[src/sv/anemometer_pulse_timer_defines.svh]
// Assertion macros for the anemometer pulse timer.
// Used by the top level; no other dependencies.
`ifndef ANEMOMETER_PULSE_TIMER_DEFINES_SVH
`define ANEMOMETER_PULSE_TIMER_DEFINES_SVH

`ifndef SYNTH
// Same-cycle implication, disabled during reset
`define APT_ASSERT_NOW(lbl, ante, cons, msg) \
  lbl: assert property (@(posedge clk) disable iff (rst) (ante) |-> (cons)) else $error(msg);
// Next-cycle implication, disabled during reset
`define APT_ASSERT_NEXT(lbl, ante, cons, msg) \
  lbl: assert property (@(posedge clk) disable iff (rst) (ante) |=> (cons)) else $error(msg);
`else
`define APT_ASSERT_NOW(lbl, ante, cons, msg)
`define APT_ASSERT_NEXT(lbl, ante, cons, msg)
`endif

`endif

[src/sv/apt_pkg.sv]
// Shared widths, reset constants and result structs for the pulse timer.
// No dependencies; imported by every module of the block.
package apt_pkg;

  localparam int SAMPLE_W = 16;
  localparam int TIME_W   = 32;
  localparam int PHASE_W  = 2;

  localparam logic [TIME_W-1:0] CALIB_END_RESET = 32'h0010_0000;

  // Timebase and pulse counter results
  typedef struct packed {
    logic [TIME_W-1:0] ext_time;
    logic [TIME_W-1:0] total;
    logic [TIME_W-1:0] interval;
    logic              fell;
  } tb_res_t;

  // Calibration machine results
  typedef struct packed {
    logic [PHASE_W-1:0] phase;
    logic [TIME_W-1:0]  pulses;
    logic [TIME_W-1:0]  duration;
  } cal_res_t;

  // One complete result word
  typedef struct packed {
    tb_res_t  tb;
    cal_res_t cal;
  } result_t;

endpackage

[src/sv/apt_timebase.sv]
// Timer extension to 32 bits, falling-edge detect, pulse count and interval.
// Depends on apt_pkg.
module apt_timebase (
  input  logic                         clk,
  input  logic                         rst,
  input  logic                         accept,
  input  logic [apt_pkg::SAMPLE_W-1:0] timer_sample,
  input  logic                         pulse_level,
  output apt_pkg::tb_res_t             res
);
  import apt_pkg::*;

  logic [TIME_W-1:0] time_ext;
  logic              last_level;
  logic [TIME_W-1:0] edge_count;
  logic [TIME_W-1:0] last_edge_time;
  logic [TIME_W-1:0] edge_interval;

  logic [TIME_W-SAMPLE_W-1:0] upper_next;
  logic [TIME_W-1:0]          time_ext_next;
  logic                       fell;
  logic [TIME_W-1:0]          edge_count_next;
  logic [TIME_W-1:0]          edge_interval_next;

  // Carry into the upper half when the sample's top bit wraps from 1 to 0
  always_comb begin
    upper_next = time_ext[TIME_W-1:SAMPLE_W]
               + (TIME_W-SAMPLE_W)'(time_ext[SAMPLE_W-1] & ~timer_sample[SAMPLE_W-1]);
    time_ext_next = {upper_next, timer_sample};
    fell = last_level & ~pulse_level;
    edge_count_next    = fell ? edge_count + TIME_W'(1) : edge_count;
    edge_interval_next = fell ? time_ext_next - last_edge_time : edge_interval;
  end

  // Advance state on each accepted word
  always_ff @(posedge clk) begin
    if (rst) begin
      time_ext       <= '0;
      last_level     <= 1'b0;
      edge_count     <= '0;
      last_edge_time <= '0;
      edge_interval  <= '0;
    end else if (accept) begin
      time_ext      <= time_ext_next;
      last_level    <= pulse_level;
      edge_count    <= edge_count_next;
      edge_interval <= edge_interval_next;
      if (fell) begin
        last_edge_time <= time_ext_next;
      end
    end
  end

  assign res.ext_time = time_ext_next;
  assign res.total    = edge_count_next;
  assign res.interval = edge_interval_next;
  assign res.fell     = fell;

endmodule

[src/sv/apt_calib.sv]
// Calibration machine: idle, armed, counting over a configurable window.
// Depends on apt_pkg.
module apt_calib (
  input  logic                       clk,
  input  logic                       rst,
  input  logic                       accept,
  input  logic                       calib_request,
  input  logic                       fell,
  input  logic [apt_pkg::TIME_W-1:0] ext_time,
  input  logic [apt_pkg::TIME_W-1:0] end_time,
  output apt_pkg::cal_res_t          res
);
  import apt_pkg::*;

  typedef enum logic [PHASE_W-1:0] {
    IDLE     = 2'd0,
    ARMED    = 2'd1,
    COUNTING = 2'd2
  } phase_t;

  phase_t            phase;
  phase_t            phase_next;
  phase_t            phase_req;
  logic [TIME_W-1:0] cal_count;
  logic [TIME_W-1:0] cal_count_next;
  logic [TIME_W-1:0] cal_time;
  logic [TIME_W-1:0] cal_time_next;
  logic [TIME_W-1:0] elapsed;

  // A request re-arms first; then a falling edge moves the machine
  always_comb begin
    phase_req      = calib_request ? ARMED : phase;
    phase_next     = phase_req;
    cal_count_next = cal_count;
    cal_time_next  = cal_time;
    elapsed        = ext_time - cal_time;
    if (fell) begin
      case (phase_req)
        ARMED: begin
          cal_time_next  = ext_time;
          cal_count_next = '0;
          phase_next     = COUNTING;
        end
        COUNTING: begin
          cal_count_next = cal_count + TIME_W'(1);
          if (elapsed > end_time) begin
            cal_time_next = elapsed;
            phase_next    = IDLE;
          end
        end
        default: begin
          phase_next = phase_req;
        end
      endcase
    end
  end

  // Hold state between accepted words
  always_ff @(posedge clk) begin
    if (rst) begin
      phase     <= IDLE;
      cal_count <= '0;
      cal_time  <= '0;
    end else if (accept) begin
      phase     <= phase_next;
      cal_count <= cal_count_next;
      cal_time  <= cal_time_next;
    end
  end

  assign res.phase    = phase_next;
  assign res.pulses   = cal_count_next;
  assign res.duration = cal_time_next;

endmodule

[src/sv/apt_skid.sv]
// Result register with a skid entry so input accepts while output stalls.
// Depends on apt_pkg.
module apt_skid (
  input  logic             clk,
  input  logic             rst,
  input  logic             push,
  input  apt_pkg::result_t push_data,
  output logic             full,
  output logic             out_valid,
  input  logic             out_stall,
  output apt_pkg::result_t out_data
);
  import apt_pkg::*;

  result_t main_data;
  logic    main_valid;
  result_t skid_data;
  logic    skid_valid;
  logic    main_free;

  assign main_free = ~main_valid | ~out_stall;

  // Refill the result register from the skid entry first, then from input
  always_ff @(posedge clk) begin
    if (rst) begin
      main_valid <= 1'b0;
      skid_valid <= 1'b0;
    end else if (main_free) begin
      if (skid_valid) begin
        main_valid <= 1'b1;
        skid_valid <= 1'b0;
      end else begin
        main_valid <= push;
      end
    end else if (push) begin
      skid_valid <= 1'b1;
    end
  end

  // Payload moves without reset
  always_ff @(posedge clk) begin
    if (main_free) begin
      if (skid_valid) begin
        main_data <= skid_data;
      end else if (push) begin
        main_data <= push_data;
      end
    end else if (push) begin
      skid_data <= push_data;
    end
  end

  assign full      = skid_valid;
  assign out_valid = main_valid;
  assign out_data  = main_data;

endmodule

[src/sv/anemometer_pulse_timer.sv]
// Anemometer pulse timer: one result word per input word.
// An accepted word's result is registered, into the skid entry while the output stalls.
// Throughput: 1 word per cycle while the output is not stalled; a skid entry takes one
// more word during an output stall, then in_stall holds until that entry drains.
// Reset (rst, synchronous): clears all counters, the calibration machine to idle,
// and sets the calibration window limit to 0x00100000.
`include "anemometer_pulse_timer_defines.svh"
module anemometer_pulse_timer (
  input  logic                          clk,
  input  logic                          rst,
  input  logic                          cfg_write,
  input  logic [apt_pkg::TIME_W-1:0]    cfg_data,
  input  logic                          in_valid,
  output logic                          in_stall,
  input  logic [apt_pkg::SAMPLE_W-1:0]  timer_sample,
  input  logic                          pulse_level,
  input  logic                          calib_request,
  output logic                          out_valid,
  input  logic                          out_stall,
  output logic [apt_pkg::TIME_W-1:0]    extended_time,
  output logic [apt_pkg::TIME_W-1:0]    pulse_total,
  output logic [apt_pkg::TIME_W-1:0]    pulse_interval,
  output logic                          new_pulse,
  output logic [apt_pkg::PHASE_W-1:0]   calib_phase,
  output logic [apt_pkg::TIME_W-1:0]    calib_pulses,
  output logic [apt_pkg::TIME_W-1:0]    calib_time
);
  import apt_pkg::*;

  logic              in_accept;
  logic [TIME_W-1:0] window_limit;
  tb_res_t           tb_res;
  cal_res_t          cal_res;
  result_t           res_next;
  result_t           res_out;
  logic              buf_full;

  assign in_stall  = buf_full;
  assign in_accept = in_valid & ~in_stall;

  // Hold the calibration window register
  always_ff @(posedge clk) begin
    if (rst) begin
      window_limit <= CALIB_END_RESET;
    end else if (cfg_write) begin
      window_limit <= cfg_data;
    end
  end

  apt_timebase u_timebase (
    .clk          (clk),
    .rst          (rst),
    .accept       (in_accept),
    .timer_sample (timer_sample),
    .pulse_level  (pulse_level),
    .res          (tb_res)
  );

  apt_calib u_calib (
    .clk           (clk),
    .rst           (rst),
    .accept        (in_accept),
    .calib_request (calib_request),
    .fell          (tb_res.fell),
    .ext_time      (tb_res.ext_time),
    .end_time      (window_limit),
    .res           (cal_res)
  );

  assign res_next.tb  = tb_res;
  assign res_next.cal = cal_res;

  apt_skid u_skid (
    .clk       (clk),
    .rst       (rst),
    .push      (in_accept),
    .push_data (res_next),
    .full      (buf_full),
    .out_valid (out_valid),
    .out_stall (out_stall),
    .out_data  (res_out)
  );

  // Unpack the result word onto the ports
  assign extended_time  = res_out.tb.ext_time;
  assign pulse_total    = res_out.tb.total;
  assign pulse_interval = res_out.tb.interval;
  assign new_pulse      = res_out.tb.fell;
  assign calib_phase    = res_out.cal.phase;
  assign calib_pulses   = res_out.cal.pulses;
  assign calib_time     = res_out.cal.duration;

  `APT_ASSERT_NOW(a_skid_implies_main, buf_full, out_valid, "skid entry full with empty result register")
  `APT_ASSERT_NEXT(a_accept_gives_result, in_accept, out_valid, "accepted word produced no result")
  `APT_ASSERT_NOW(a_fell_level_low, in_accept && tb_res.fell, !pulse_level, "falling edge with high level")

endmodule
[config.mk]
export PLATFORM = sky130hd
export DESIGN_NAME = anemometer_pulse_timer
export DESIGN_NICKNAME = d
export VERILOG_FILES = /design/src/sv/apt_pkg.sv /design/src/sv/apt_timebase.sv /design/src/sv/apt_calib.sv /design/src/sv/apt_skid.sv /design/src/sv/anemometer_pulse_timer.sv
export VERILOG_INCLUDE_DIRS = /design/src /design/src/sv
export SDC_FILE = /design/constraint.sdc
export NUM_CORES = 1
export LEC_CHECK = 0
export BUFFER_PORTS_ARGS = -buffer_cell sky130_fd_sc_hd__buf_2
export CORE_MARGIN = 3
export CORE_UTILIZATION = 45
export DETAILED_ROUTE_END_ITERATION = 8
export SLEW_MARGIN = 20
export SYNTH_ARGS = -nofsm -noshare
export SYNTH_HDL_FRONTEND = slang
export SYNTH_SLANG_ARGS = --single-unit
[constraint.sdc]
create_clock -name clk -period 11.99 [get_ports clk]
set_clock_uncertainty 0.1 [all_clocks]
set_input_delay 0.5995 -clock clk [delete_from_list [all_inputs] [get_ports clk]]
set_output_delay 0.5995 -clock clk [all_outputs]
set_load 0.005 [all_outputs]
# Word level (Yosys, flattened, before mapping)
# Cells that the tools add are included.
[totals]
regBits = 555
out_inout_bits = 165
in_bits = 55
word_cells = 62
[op_classes]
add_sub_neg = 5
eq_ne = 2
magnitude_cmp = 1
muxes = 14
reduce_logical = 5
bitwise = 10
[ops]
columns = ["op", "n"]
rows = [
  ["163-bit 2-to-1 mux", 2],
  ["32-bit 2-to-1 mux", 5],
  ["32-bit one-hot mux with 2 select lines", 2],
  ["32-bit by 1-bit adder with 32-bit output, second input constant", 2],
  ["32-bit subtractor", 2],
  ["32-bit > comparator", 1],
  ["16-bit adder", 1],
  ["1-bit by 16-bit bitwise AND with 16-bit output", 1],
  ["1-bit inverter with 16-bit output", 1],
  ["2-bit 2-to-1 mux", 3],
  ["2-bit AND reduction", 3],
  ["1-bit inverter", 5],
  ["2-bit one-hot mux with 2 select lines", 1],
  ["1-bit bitwise AND", 2],
  ["2-bit by 1-bit equality test with 1-bit output, second input constant", 1],
  ["2-bit equality test, second input constant", 1],
  ["2-bit nonzero test", 1],
  ["2-bit OR reduction", 1],
  ["1-bit 2-to-1 mux", 1],
  ["1-bit bitwise OR", 1],
]

# Logic depth before layout (Yosys ltp)
# Gate-level depths: netlist of run 1.
[depth]
depth_word = 10
depth_mapped = 27
depth_no_buf = 25

# By module
# A second synthesis of run 1 with hierarchy kept.
[hier_totals]
cells_unflattened = 2509
area_unflattened_um2 = 27172.3
[by_module_without_submodules]
columns = ["module", "instances", "cells_per_inst", "area_each_um2", "seq_area_each_um2"]
rows = [
  ["apt_skid", 1, 515, 11928.9, 9829.4],
  ["apt_timebase", 1, 988, 7327.0, 2282.2],
  ["apt_calib", 1, 902, 6744.0, 1321.3],
  ["anemometer_pulse_timer", 1, 104, 1172.4, 640.6],
]

# Least setup slack after synthesis of run 1
# No wires, ideal clock.
[synth_path]
kind = "reg-to-reg"
startpoint = "reg u_skid.skid_valid (netlist: u_skid.full)"
endpoint = "reg u_skid.main_data, in the netlist u_skid.out_data[0], enable pin"
stages_incl_launch_ff = 6
required_time_ns = 11.150
setup_ns = 0.740
period_less_slack_ns = 9.978
path_slack_ns = 2.012
t_arrival_ns = 9.139
path_cell_list = "dfxtp_1 clkbuf_1 clkbuf_1 clkbuf_1 nor2_1 a21oi_1"
[synth_between]
elab_chain_cells = 4
[synth_rtl]
columns = ["element", "line", "source"]
rows = [
  ["start, declared", "apt_skid.sv:18", "logic skid_valid;"],
  ["start signal, assigned", "apt_skid.sv:27", "skid_valid <= 1'b0;"],
  ["start signal, assigned", "apt_skid.sv:31", "skid_valid <= 1'b0;"],
  ["start signal, assigned", "apt_skid.sv:36", "skid_valid <= 1'b1;"],
  ["1-bit inverter", "anemometer_pulse_timer.sv:39", "assign in_accept = in_valid & ~in_stall;"],
  ["1-bit bitwise AND", "anemometer_pulse_timer.sv:39", ""],
  ["2-bit nonzero test (no source line) *", "n/a", ""],
  ["2-bit AND reduction (no source line) *", "n/a", ""],
  ["end signal, assigned", "apt_skid.sv:44", "main_data <= skid_data;"],
  ["end signal, assigned", "apt_skid.sv:46", "main_data <= push_data;"],
  ["end, declared", "apt_skid.sv:15", "result_t main_data;"],
]
# Mark *: on every way between the ends. The rest lies on a longest branch, timed or not.
# A chain may end at the register's enable or synchronous reset.

==> impl_metrics.json, run 1 <==
{
  "synth_area_leaders": "edfxtp_1, dfxtp_1, mux2_2",
  "worst_setup_path_end_kind": "flop",
  "placed_area_sq_um": 28200,
  "stdcell_count": 3530,
  "total_power_w": 0.00436,
  "hp-class": "input pin to flop",
  "critPathLaunch": "u_timebase.time_ext[15]$_SDFFE_PP0P_",
  "stdcell_area_sq_um": 30200,
  "drtIter0Drc": 1298,
  "synthArstFlopShare_pct": 0,
  "worst_setup_path_start_kind": "flop",
  "cts_setup_buffers": 0,
  "worstMarginPinSlew_ns": 1.16,
  "cp.arrival_ns": 7.88,
  "cts-buffers-inserted": 58,
  "slowest_delay_ns": 0.90,
  "fin_crit_sh_pct": 63.5,
  "setup_tns_ns": 0,
  "cts-root-buf": "clkbuf_16",
  "cellPowerDensity_nw_per_um2": 145,
  "grt_setup_unrepaired": "no",
  "layout_min_cycle_time_ns": 7.61,
  "worstSkewPairLatency_ns": 0.62,
  "synth_edf_count": 326,
  "io_pins": 220,
  "die_x_um": 248,
  "ys_ff_latch": 540,
  "use_met2_pct": 36.5,
  "maxCapViolCount": 0,
  "fill_cells": 5238,
  "ant_nets": 0,
  "grt_max_degree": 164,
  "clk_path_buf_depth": 3,
  "gp_congestion": 0.886,
  "mostFrequentLayoutCell": "edfxtp_1",
  "clkSinkCount": 540,
  "grt_antenna_before_repair": 3,
  "final_cell_mix": "edfxtp_1, nand2_1, nor2_1, buf_2, dfxtp_1",
  "avgSynthCellArea_sq_um": 10.4,
  "grt_pass1_wl_um": 107000,
  "wire_per_inst_um": 19.6,
  "r2r-start": "u_timebase.time_ext[15]$_SDFFE_PP0P_",
  "maxSlewHeadroom_pct": 22.5,
  "cts_hold_buf": 0,
  "drt-total-wl_um": 69200,
  "drc": 0,
  "placed_cells": 3417,
  "dp_hpwl_um": 46300,
  "cts_resized": 0,
  "seqCellArea_sq_um": 14100,
  "path_class": "flop to flop",
  "ir_worst_vdd_mv": 0.105,
  "worstPathMaxFanout": 20,
  "grtUsageMet1_pct": 29.7,
  "h-tree-depth": 2,
  "hold_viol_final": 0,
  "use_met3_pct": 3.86,
  "synth.distinct_cells": 78,
  "yosysWarnings": 0,
  "synth_top_area_share_pct": 37.1,
  "synth_top_flop_cell": "edfxtp_1",
  "die_area_sq_um": 61600,
  "ys_seq_area_share_pct": 53.3,
  "fin_nets": 2871,
  "yosysTopAreaCell": "edfxtp_1",
  "grt_pass1_vias": 18947,
  "viasPerCell": 5.52,
  "area_delta_synth_final_pct": 14.2,
  "setup_viol": 0,
  "route.vias.total": 19503,
  "path_common_cell": "ha_1",
  "first_pass_iters": 5,
  "clkTransAtPathRegs_ns": 0.07,
  "syn_nets": 2700,
  "maxSlewViolCount": 0,
  "run_status": "finished clean",
  "drive_gt1_share_pct": 17.5,
  "multi_input_area_sq_um": 11300,
  "syn_inst": 2542,
  "row_count": 88,
  "cp_slowest_cell": "nor2_2",
  "grt_remaining_overflow": 0,
  "required_ns": 12.25,
  "p_leak_nw": 11.8,
  "grt_usage_pct": 22.2,
  "port-buffer-count": 219,
  "syn_area_sq_um": 26400,
  "cts_tree": "built",
  "core_area_sq_um": 57900,
  "min_from": "cfg_data[20]",
  "initial_utilization_pct": 45.6,
  "fmaxAchievable_ghz": 0.131,
  "dieHeight_um": 248,
  "grt_busiest_layer": "met2"
}
==> area by class of cell <==
| class | count | area share [%] |
|---|---|---|
| Multi-Input combinational cell | 1735 | 37.6 |
| Tap cell | 765 | 3.17 |
| Inverter | 133 | 1.65 |
| Timing Repair Buffer | 245 | 4.48 |
| Antenna cell | 3 | 0.0249 |
| Clock inverter | 28 | 0.971 |
| Clock buffer | 81 | 5.43 |
| Sequential cell | 540 | 46.7 |
==> per-layer routing <==
layer	up-vias	routed length, um
li1	9445	-
met1	9386	30500
met2	551	32200
met3	121	4180
met4	0	2230
met5	-	0
==> logic make-up after synthesis <==
| logic type | synth area share (%) |
|---|---|
| AO/OA/AOI/OAI | 13.4 |
| AND/OR/NAND/NOR | 12.8 |
| buffers and inverters | 3.98 |
| flip-flops | 53.3 |
| multiplexers | 6.32 |
| XOR/XNOR | 5.24 |
| adder cells (fa/ha/maj) | 4.94 |
==> worst paths after layout <==
| path | slack [ns] | endpoint | cells past startpoint |
|---|---|---|---|
| min reg2reg | 0.35 | u_timebase.last_edge_time[10]$_SDFFE_PP0P_ | 2 |
| max | 4.38 | u_skid.out_data[18]$_DFFE_PP_ | 25 |
| max reg2reg | 4.38 | u_skid.out_data[18]$_DFFE_PP_ | 25 |
| min | 0.12 | window_limit[20]$_SDFFE_PP1P_ | 3 |
==> flip-flops by register name (all words and copies together), names as in the netlist, 2 cells and up <==
register	count
u_skid.out_data	163
u_skid.skid_data	163
u_calib.cal_count	32
u_calib.cal_time	32
u_timebase.edge_count	32
u_timebase.edge_interval	32
u_timebase.last_edge_time	32
window_limit	32
u_timebase.time_ext	17
u_calib.phase	2
==> critical path: cells and delay by family (launching register included) <==
family	cells	cell delay (ns)
adder cells (fa/ha/maj)	4	0.93
AND/OR/NAND/NOR	12	3.63
XOR/XNOR	2	0.91
AO/OA/AOI/OAI	6	1.15
flip-flops	1	0.33
multiplexers	1	0.27
==> per-stage QoR <==
step	hold slack, ns	worst slack (ns)	util, %
6_report	0.120	4.38	52.1
5_1_grt	0.0980	3.74	52.1
3_3_place_gp	0.341	3.75	48.7
3_5_place_dp	0.346	4.03	48.7
2_1_floorplan	0.332	2.01	-
4_1_cts	0.0831	4.45	52.0
==> cells in the mapped netlist, types with 5 or more instances <==
cell      instances
a31oi_1           9
a21oi_1         171
edfxtp_1        326
nand3_1          45
nand4_1          28
nor3_1           30
xnor2_1          88
nand2_1         311
buf_1            14
or2_2             6
dfxtp_1         214
o211ai_1         12
and3_1           18
mux2i_1          35
mux2_2          117
o21ai_0         129
o211a_1           8
a22oi_1          19
a311oi_1         11
clkbuf_1        112
xor2_1           70
nor3b_1          11
o22ai_1          27
or3_1            18
nand2b_1         12
nor4_1            5
a211oi_1         26
o31ai_1          27
a22o_1            6
o21bai_1          7
o21a_1           10
a21boi_0          7
and2_1           12
ha_1            101
a21o_1           46
nor2_1          231
nor2b_1           9
a221o_1          10
inv_1           132
==> power by group <==
part           total (W)  internal, W  switching, W  leakage [nW]
sequential       0.00207      0.00204     0.0000302          4.78
combinational   0.000481     0.000176      0.000305          6.03
clock            0.00181      0.00106      0.000747         0.949
total            0.00436      0.00328       0.00108          11.8
No activity file was read; power rests on OpenSTA's default activity.
==> inputs of run 2 (changes only) <==
PLACE_DENSITY = 0.65   (was default)
clock period = 6.3 ns   (was 11.99 ns; I/O delays follow)
==> run 2 against run 1 <==
  * Clock power is 76% higher
  * Register-to-register slack worse by 4.1 ns
  * Utilization increased by 1.4 points
  * Clock-buffer cell count is the same
  * Setup slack got worse by 4.1 ns
==> impl_metrics.json, run 2 (synthesis gave the netlist of run 1 again) <==
{
  "p_int_w": 0.00606,
  "path_class": "flop to flop",
  "core_area_sq_um": 57900,
  "grt_pass1_wl_um": 107000,
  "clkTransAtPathRegs_ns": 0.06,
  "drive_gt1_share_pct": 19.2,
  "grt_usage_pct": 22.0,
  "grt_pass1_vias": 19269,
  "cp.arrival_ns": 6.33,
  "total_power_w": 0.00811,
  "die_area_sq_um": 61600,
  "drt-total-wl_um": 69200,
  "layout_min_cycle_time_ns": 6.06,
  "dieHeight_um": 248,
  "dp_hpwl_um": 46900,
  "path_common_cell": "buf_4",
  "clockPowerShare_pct": 39.3,
  "maxSlewViolCount": 0,
  "n_antenna_cell": 0,
  "port-buffer-count": 219,
  "worstSkewPairLatency_ns": 0.62,
  "ir_worst_vdd_mv": 0.209,
  "seqPwrFrac_pct": 48.6,
  "mostFrequentLayoutCell": "edfxtp_1",
  "p_leak_nw": 12.2,
  "h-tree-depth": 2,
  "cellPowerDensity_nw_per_um2": 262,
  "worst_setup_path_end_kind": "flop",
  "grt_remaining_overflow": 0,
  "worstMarginPinSlew_ns": 0.996,
  "cp_slowest_cell": "ha_2",
  "worstPathMaxFanout": 10,
  "p_comb_share_pct": 12.1,
  "drtIter0Drc": 1436,
  "clk_path_buf_depth": 3,
  "grt_antenna_before_repair": 0,
  "min_from": "timer_sample[10]",
  "drc": 0,
  "first_pass_iters": 5,
  "maxCapViolCount": 0,
  "viasPerCell": 5.50,
  "setup_viol": 0,
  "power_switching_w": 0.00205,
  "whs_endpoint": "u_skid.skid_data[141]$_DFFE_PP_",
  "r2r-start": "u_timebase.time_ext[15]$_SDFFE_PP0P_",
  "area_delta_synth_final_pct": 17.4,
  "ff2ff_path_depth": 29,
  "clkSinkCount": 540,
  "whs_ns": 0.0351,
  "timing.rr.end": "u_skid.out_data[30]$_DFFE_PP_",
  "fin_nets": 2980,
  "row_count": 88,
  "wire_per_inst_um": 19.0,
  "ant_nets": 0,
  "fin_crit_sh_pct": 96.3,
  "hp-class": "input pin to flop",
  "worst_setup_path_start_kind": "flop",
  "final_cell_mix": "edfxtp_1, nand2_1, nor2_1, buf_2, dfxtp_1",
  "r2r_slack_ns": 0.24,
  "io_pins": 220,
  "cts-root-buf": "clkbuf_16",
  "cts-buffers-inserted": 57,
  "maxSlewHeadroom_pct": 33.6,
  "hold_viol_final": 0,
  "switching_share_pct": 25.3,
  "slowest_delay_ns": 0.39,
  "grt_max_degree": 164,
  "hold_depth": 2,
  "run_status": "finished clean",
  "gp_congestion": 0.941,
  "fmaxAchievable_ghz": 0.165,
  "required_ns": 6.57,
  "route.vias.total": 19991,
  "initial_utilization_pct": 45.6,
  "die_x_um": 248,
  "cts_tree": "built"
}
[run 2: changes by cell type in the layout (fill, tap and decap cells not counted), sizes merged]
| cell | previous run | this run |
|---|---|---|
| inv | 133 | 134 |
| dlygate4sd3 | 0 | 47 |
| clkinv | 21 | 24 |
| diode | 3 | 0 |
| bufinv | 5 | 0 |
| buf | 245 | 308 |
[run 2: what timing repair did]
| item | CTS | global route |
|---|---|---|
| hold buffers | 47 | 0 |
| buffers inserted | 0 | 4 |
| endpoints found under the hold margin | 51 | 0 |
| endpoints found under the setup margin | 0 | 93 |
| gates resized for setup | 0 | 15 |
[run 2: layout make-up]
| type | instances | area, sq um |
|---|---|---|
| Clock buffer | 81 | 1610 |
| Tap cell | 765 | 957 |
| Sequential cell | 540 | 14100 |
| Timing Repair Buffer | 355 | 2300 |
| Fill cell | 5174 | 26900 |
| Clock inverter | 27 | 163 |
| Multi-Input combinational cell | 1735 | 11400 |
| Inverter | 133 | 499 |
[run 2: through the flow]
step                      utilization [%]  cells  cell area, sq um  setup WS (ns)  setup TNS (ns)
after floorplan                         -   2542             26400         0.0159               0
after global placement               49.4   3476             28600          0.219               0
after detailed placement             49.4   3476             28600        0.00170               0
after CTS                            53.3   3631             30900         0.0709               0
after global routing                 53.5   3636             31000        -0.0864          -0.741
final                                53.5   3636             31000          0.236               0
[run 2: worst max path at each step]
stage                                    startpoint                            end  cells past startpoint
5_1_grt        u_timebase.time_ext[15]$_SDFFE_PP0P_  u_skid.out_data[30]$_DFFE_PP_                     29
6_report       u_timebase.time_ext[15]$_SDFFE_PP0P_  u_skid.out_data[30]$_DFFE_PP_                     29
2_1_floorplan              u_skid.full$_SDFFE_PP0P_   u_skid.out_data[0]$_DFFE_PP_                      5
3_5_place_dp                       timer_sample[15]  u_skid.out_data[30]$_DFFE_PP_                     29
3_3_place_gp                       timer_sample[15]  u_skid.out_data[30]$_DFFE_PP_                     29
4_1_cts        u_timebase.time_ext[15]$_SDFFE_PP0P_  u_skid.out_data[30]$_DFFE_PP_                     28
[run 2: metal layers]
metal | global-route usage (%) | vias to the layer above | routed length, um
li1 | - | 9665 | -
met1 | 28.7 | 9542 | 29700
met2 | 37.0 | 634 | 32800
met3 | 3.24 | 150 | 4070
met4 | 8.72 | 0 | 2660
met5 | 0 | - | 0
[run 2: critical path: cells and delay by family, from the launching register on]
kind / cells / cell delay [ns]
AOI/OAI and AO/OA: 6 / 1.32
xor gates and xnor gates: 1 / 0.16
adders and majority gates: 4 / 0.90
buffers and inverters: 6 / 0.89
DFF: 1 / 0.33
muxes: 2 / 0.51
and+or+nand+nor: 10 / 1.63
[run 2: power by group through the flow]
| stage | Combinational [W] | Sequential [W] | Clock, W |
|---|---|---|---|
| after CTS | 0.000960 | 0.00394 | 0.00327 |
| after global routing | 0.00108 | 0.00395 | 0.00340 |
| after global placement | 0.000911 | 0.00402 | 0 |
| final | 0.000980 | 0.00394 | 0.00319 |
| after detailed placement | 0.000933 | 0.00402 | 0 |
| after floorplan | 0.000580 | 0.00402 | 0 |
==> inputs of run 3 (changes only) <==
MAX_ROUTING_LAYER = met4   (was default)
REMOVE_ABC_BUFFERS = 1   (was default)
==> run 3 against run 2 <==
  * Total power increased by 2.9%
  * Global-route usage grew 0.21 points
  * Worst hold slack better by 0.026 ns
  * Sequential power about the same
  * Sequential cell count did not move
  * Critical path depth fell by 3
  * Setup slack improved by 0.095 ns
  * Maximum frequency increased by 1.6%
  * Final cell count shrank 0.58%
  * Critical path type unchanged
  * Largest power group unchanged
==> impl_metrics.json, run 3 (synthesis gave the netlist of run 1 again) <==
{
  "grt_pass1_vias": 19127,
  "core_area_sq_um": 57900,
  "drc": 0,
  "ant_nets": 0,
  "dieHeight_um": 248,
  "pre_cts_ws_ns": -0.0342,
  "grt_pass1_wl_um": 106000,
  "layout_min_cycle_time_ns": 5.97,
  "use_met2_pct": 35.4,
  "first_pass_iters": 8,
  "cts-buffers-inserted": 58,
  "grt_antenna_before_repair": 0,
  "grt_busiest_layer": "met2",
  "fin_crit_sh_pct": 94.8,
  "initial_utilization_pct": 45.6,
  "drtIter0Drc": 1414,
  "route.vias.total": 19782,
  "setup_tns_ns": 0,
  "worst_slack_ns": 0.330,
  "maxSlewViolCount": 0,
  "mostFrequentLayoutCell": "edfxtp_1",
  "path_class": "flop to flop",
  "wire_per_inst_um": 18.7,
  "placed_cells": 3451,
  "die_x_um": 248,
  "cp.arrival_ns": 6.23,
  "total_power_w": 0.00835,
  "drt-total-wl_um": 67800,
  "clkTransAtPathRegs_ns": 0.06,
  "n_antenna_cell": 0,
  "maxSlewHeadroom_pct": 33.2,
  "clk_path_buf_depth": 3,
  "fill_cells": 5189,
  "p_leak_nw": 12.2,
  "hp-class": "input pin to flop",
  "final_cell_mix": "edfxtp_1, nand2_1, nor2_1, buf_2, dfxtp_1",
  "grt_remaining_overflow": 0,
  "die_area_sq_um": 61600,
  "worstMarginPinSlew_ns": 0.977,
  "port-buffer-count": 219,
  "fin_nets": 2958,
  "fmaxAchievable_ghz": 0.168,
  "row_count": 88,
  "cellPowerDensity_nw_per_um2": 269,
  "ir_worst_vdd_mv": 0.195,
  "cts-root-buf": "clkbuf_16",
  "worst_setup_path_start_kind": "flop",
  "use_met3_pct": 2.95,
  "worstPathMaxFanout": 9,
  "required_ns": 6.56,
  "worstSkewPairLatency_ns": 0.61,
  "h-tree-depth": 2,
  "viasPerCell": 5.47,
  "run_status": "finished clean",
  "setup_viol": 0,
  "hold_viol_final": 0,
  "worst_setup_path_end_kind": "flop",
  "gp_congestion": 0.918,
  "grt_usage_pct": 22.2,
  "grtUsageMet1_pct": 30.0,
  "cts_tree": "built",
  "grt_max_degree": 158,
  "area_delta_synth_final_pct": 17.7,
  "io_pins": 220,
  "stdcell_count": 3615,
  "maxCapViolCount": 0,
  "dp_hpwl_um": 45100,
  "drive_gt1_share_pct": 19.1,
  "final_util_pct": 53.6,
  "clkSinkCount": 540
}
## run 3: cell types whose count changed in the layout (fill, tap and decap cells not counted), sizes merged
cell | previous run | this run
clkinvlp | 2 | 4
dlygate4sd3 | 47 | 51
clkinv | 24 | 23
inv | 134 | 132
clkbuf | 81 | 80
bufinv | 0 | 4
buf | 308 | 281
## run 3: report_power, final
part | internal (W) | switching [W] | total [W]
combinational | 0.000372 | 0.000585 | 0.000957
clock | 0.00202 | 0.00143 | 0.00345
sequential | 0.00389 | 0.0000560 | 0.00394
total | 0.00628 | 0.00207 | 0.00835
## run 3: repair_timing
action                                  4_1_cts  5_1_grt
endpoints found under the hold margin        65        0
hold buffers                                 51        0
endpoints found under the setup margin        0       95
gates resized for setup                       0       24
buffers inserted                              0        2
## run 3: path summary, 6_finish.rpt
check	from	slack [ns]	end	depth (start not counted)
worst max register to register	u_timebase.time_ext[15]$_SDFFE_PP0P_	0.33	u_skid.out_data[30]$_DFFE_PP_	26
worst min register to register	u_timebase.last_edge_time[5]$_SDFFE_PP0P_	0.35	u_timebase.last_edge_time[5]$_SDFFE_PP0P_	2
worst max-delay path	u_timebase.time_ext[15]$_SDFFE_PP0P_	0.33	u_skid.out_data[30]$_DFFE_PP_	26
worst min-delay path	timer_sample[15]	0.06	u_skid.skid_data[146]$_DFFE_PP_	2
## run 3: per-stage QoR
| stage | area (sq um) | hold slack, ns |
|---|---|---|
| 6_report | 31100 | 0.0607 |
| 5_1_grt | 31100 | 0.0551 |
| 4_1_cts | 30900 | 0.0334 |
| 3_5_place_dp | 28500 | 0.346 |
| 3_3_place_gp | 28500 | 0.340 |
| 2_1_floorplan | 25900 | 0.284 |
## run 3: worst max-delay path, cell delays in order (launching register included)
cell,delay (ns)
dfxtp_1,0.32
nor2b_1,0.13
ha_1,0.20
ha_1,0.23
nand3_2,0.13
buf_4,0.18
xnor2_2,0.19
ha_1,0.28
a21o_1,0.22
a21o_1,0.20
a21oi_2,0.17
buf_4,0.15
or4b_2,0.57
o311a_1,0.12
nand3_1,0.13
inv_1,0.08
ha_1,0.30
nand3_1,0.08
nor4_2,0.33
and2_1,0.19
nor2b_2,0.21
a22o_1,0.21
o21ai_0,0.12
buf_4,0.21
a22o_1,0.24
a21o_1,0.18
mux2_2,0.26
## run 3: per-layer routing
| layer | part of all wire, % | routed length [um] |
|---|---|---|
| met1 | 46 | 31000 |
| met2 | 47 | 31700 |
| met3 | 4.9 | 3350 |
| met4 | 2.5 | 1730 |
| met5 | 0 | 0 |
## run 3: final cells by class
type                    instances  area, sq um  area share [%]
inverters                     133          499            1.61
clock buffers                  80         1680            5.40
well taps                     765          957            3.08
multi-input cells            1735        11400            36.8
clock inverters                30          258           0.830
flip-flops and latches        540        14100            45.3
repair buffers                332         2160            6.95
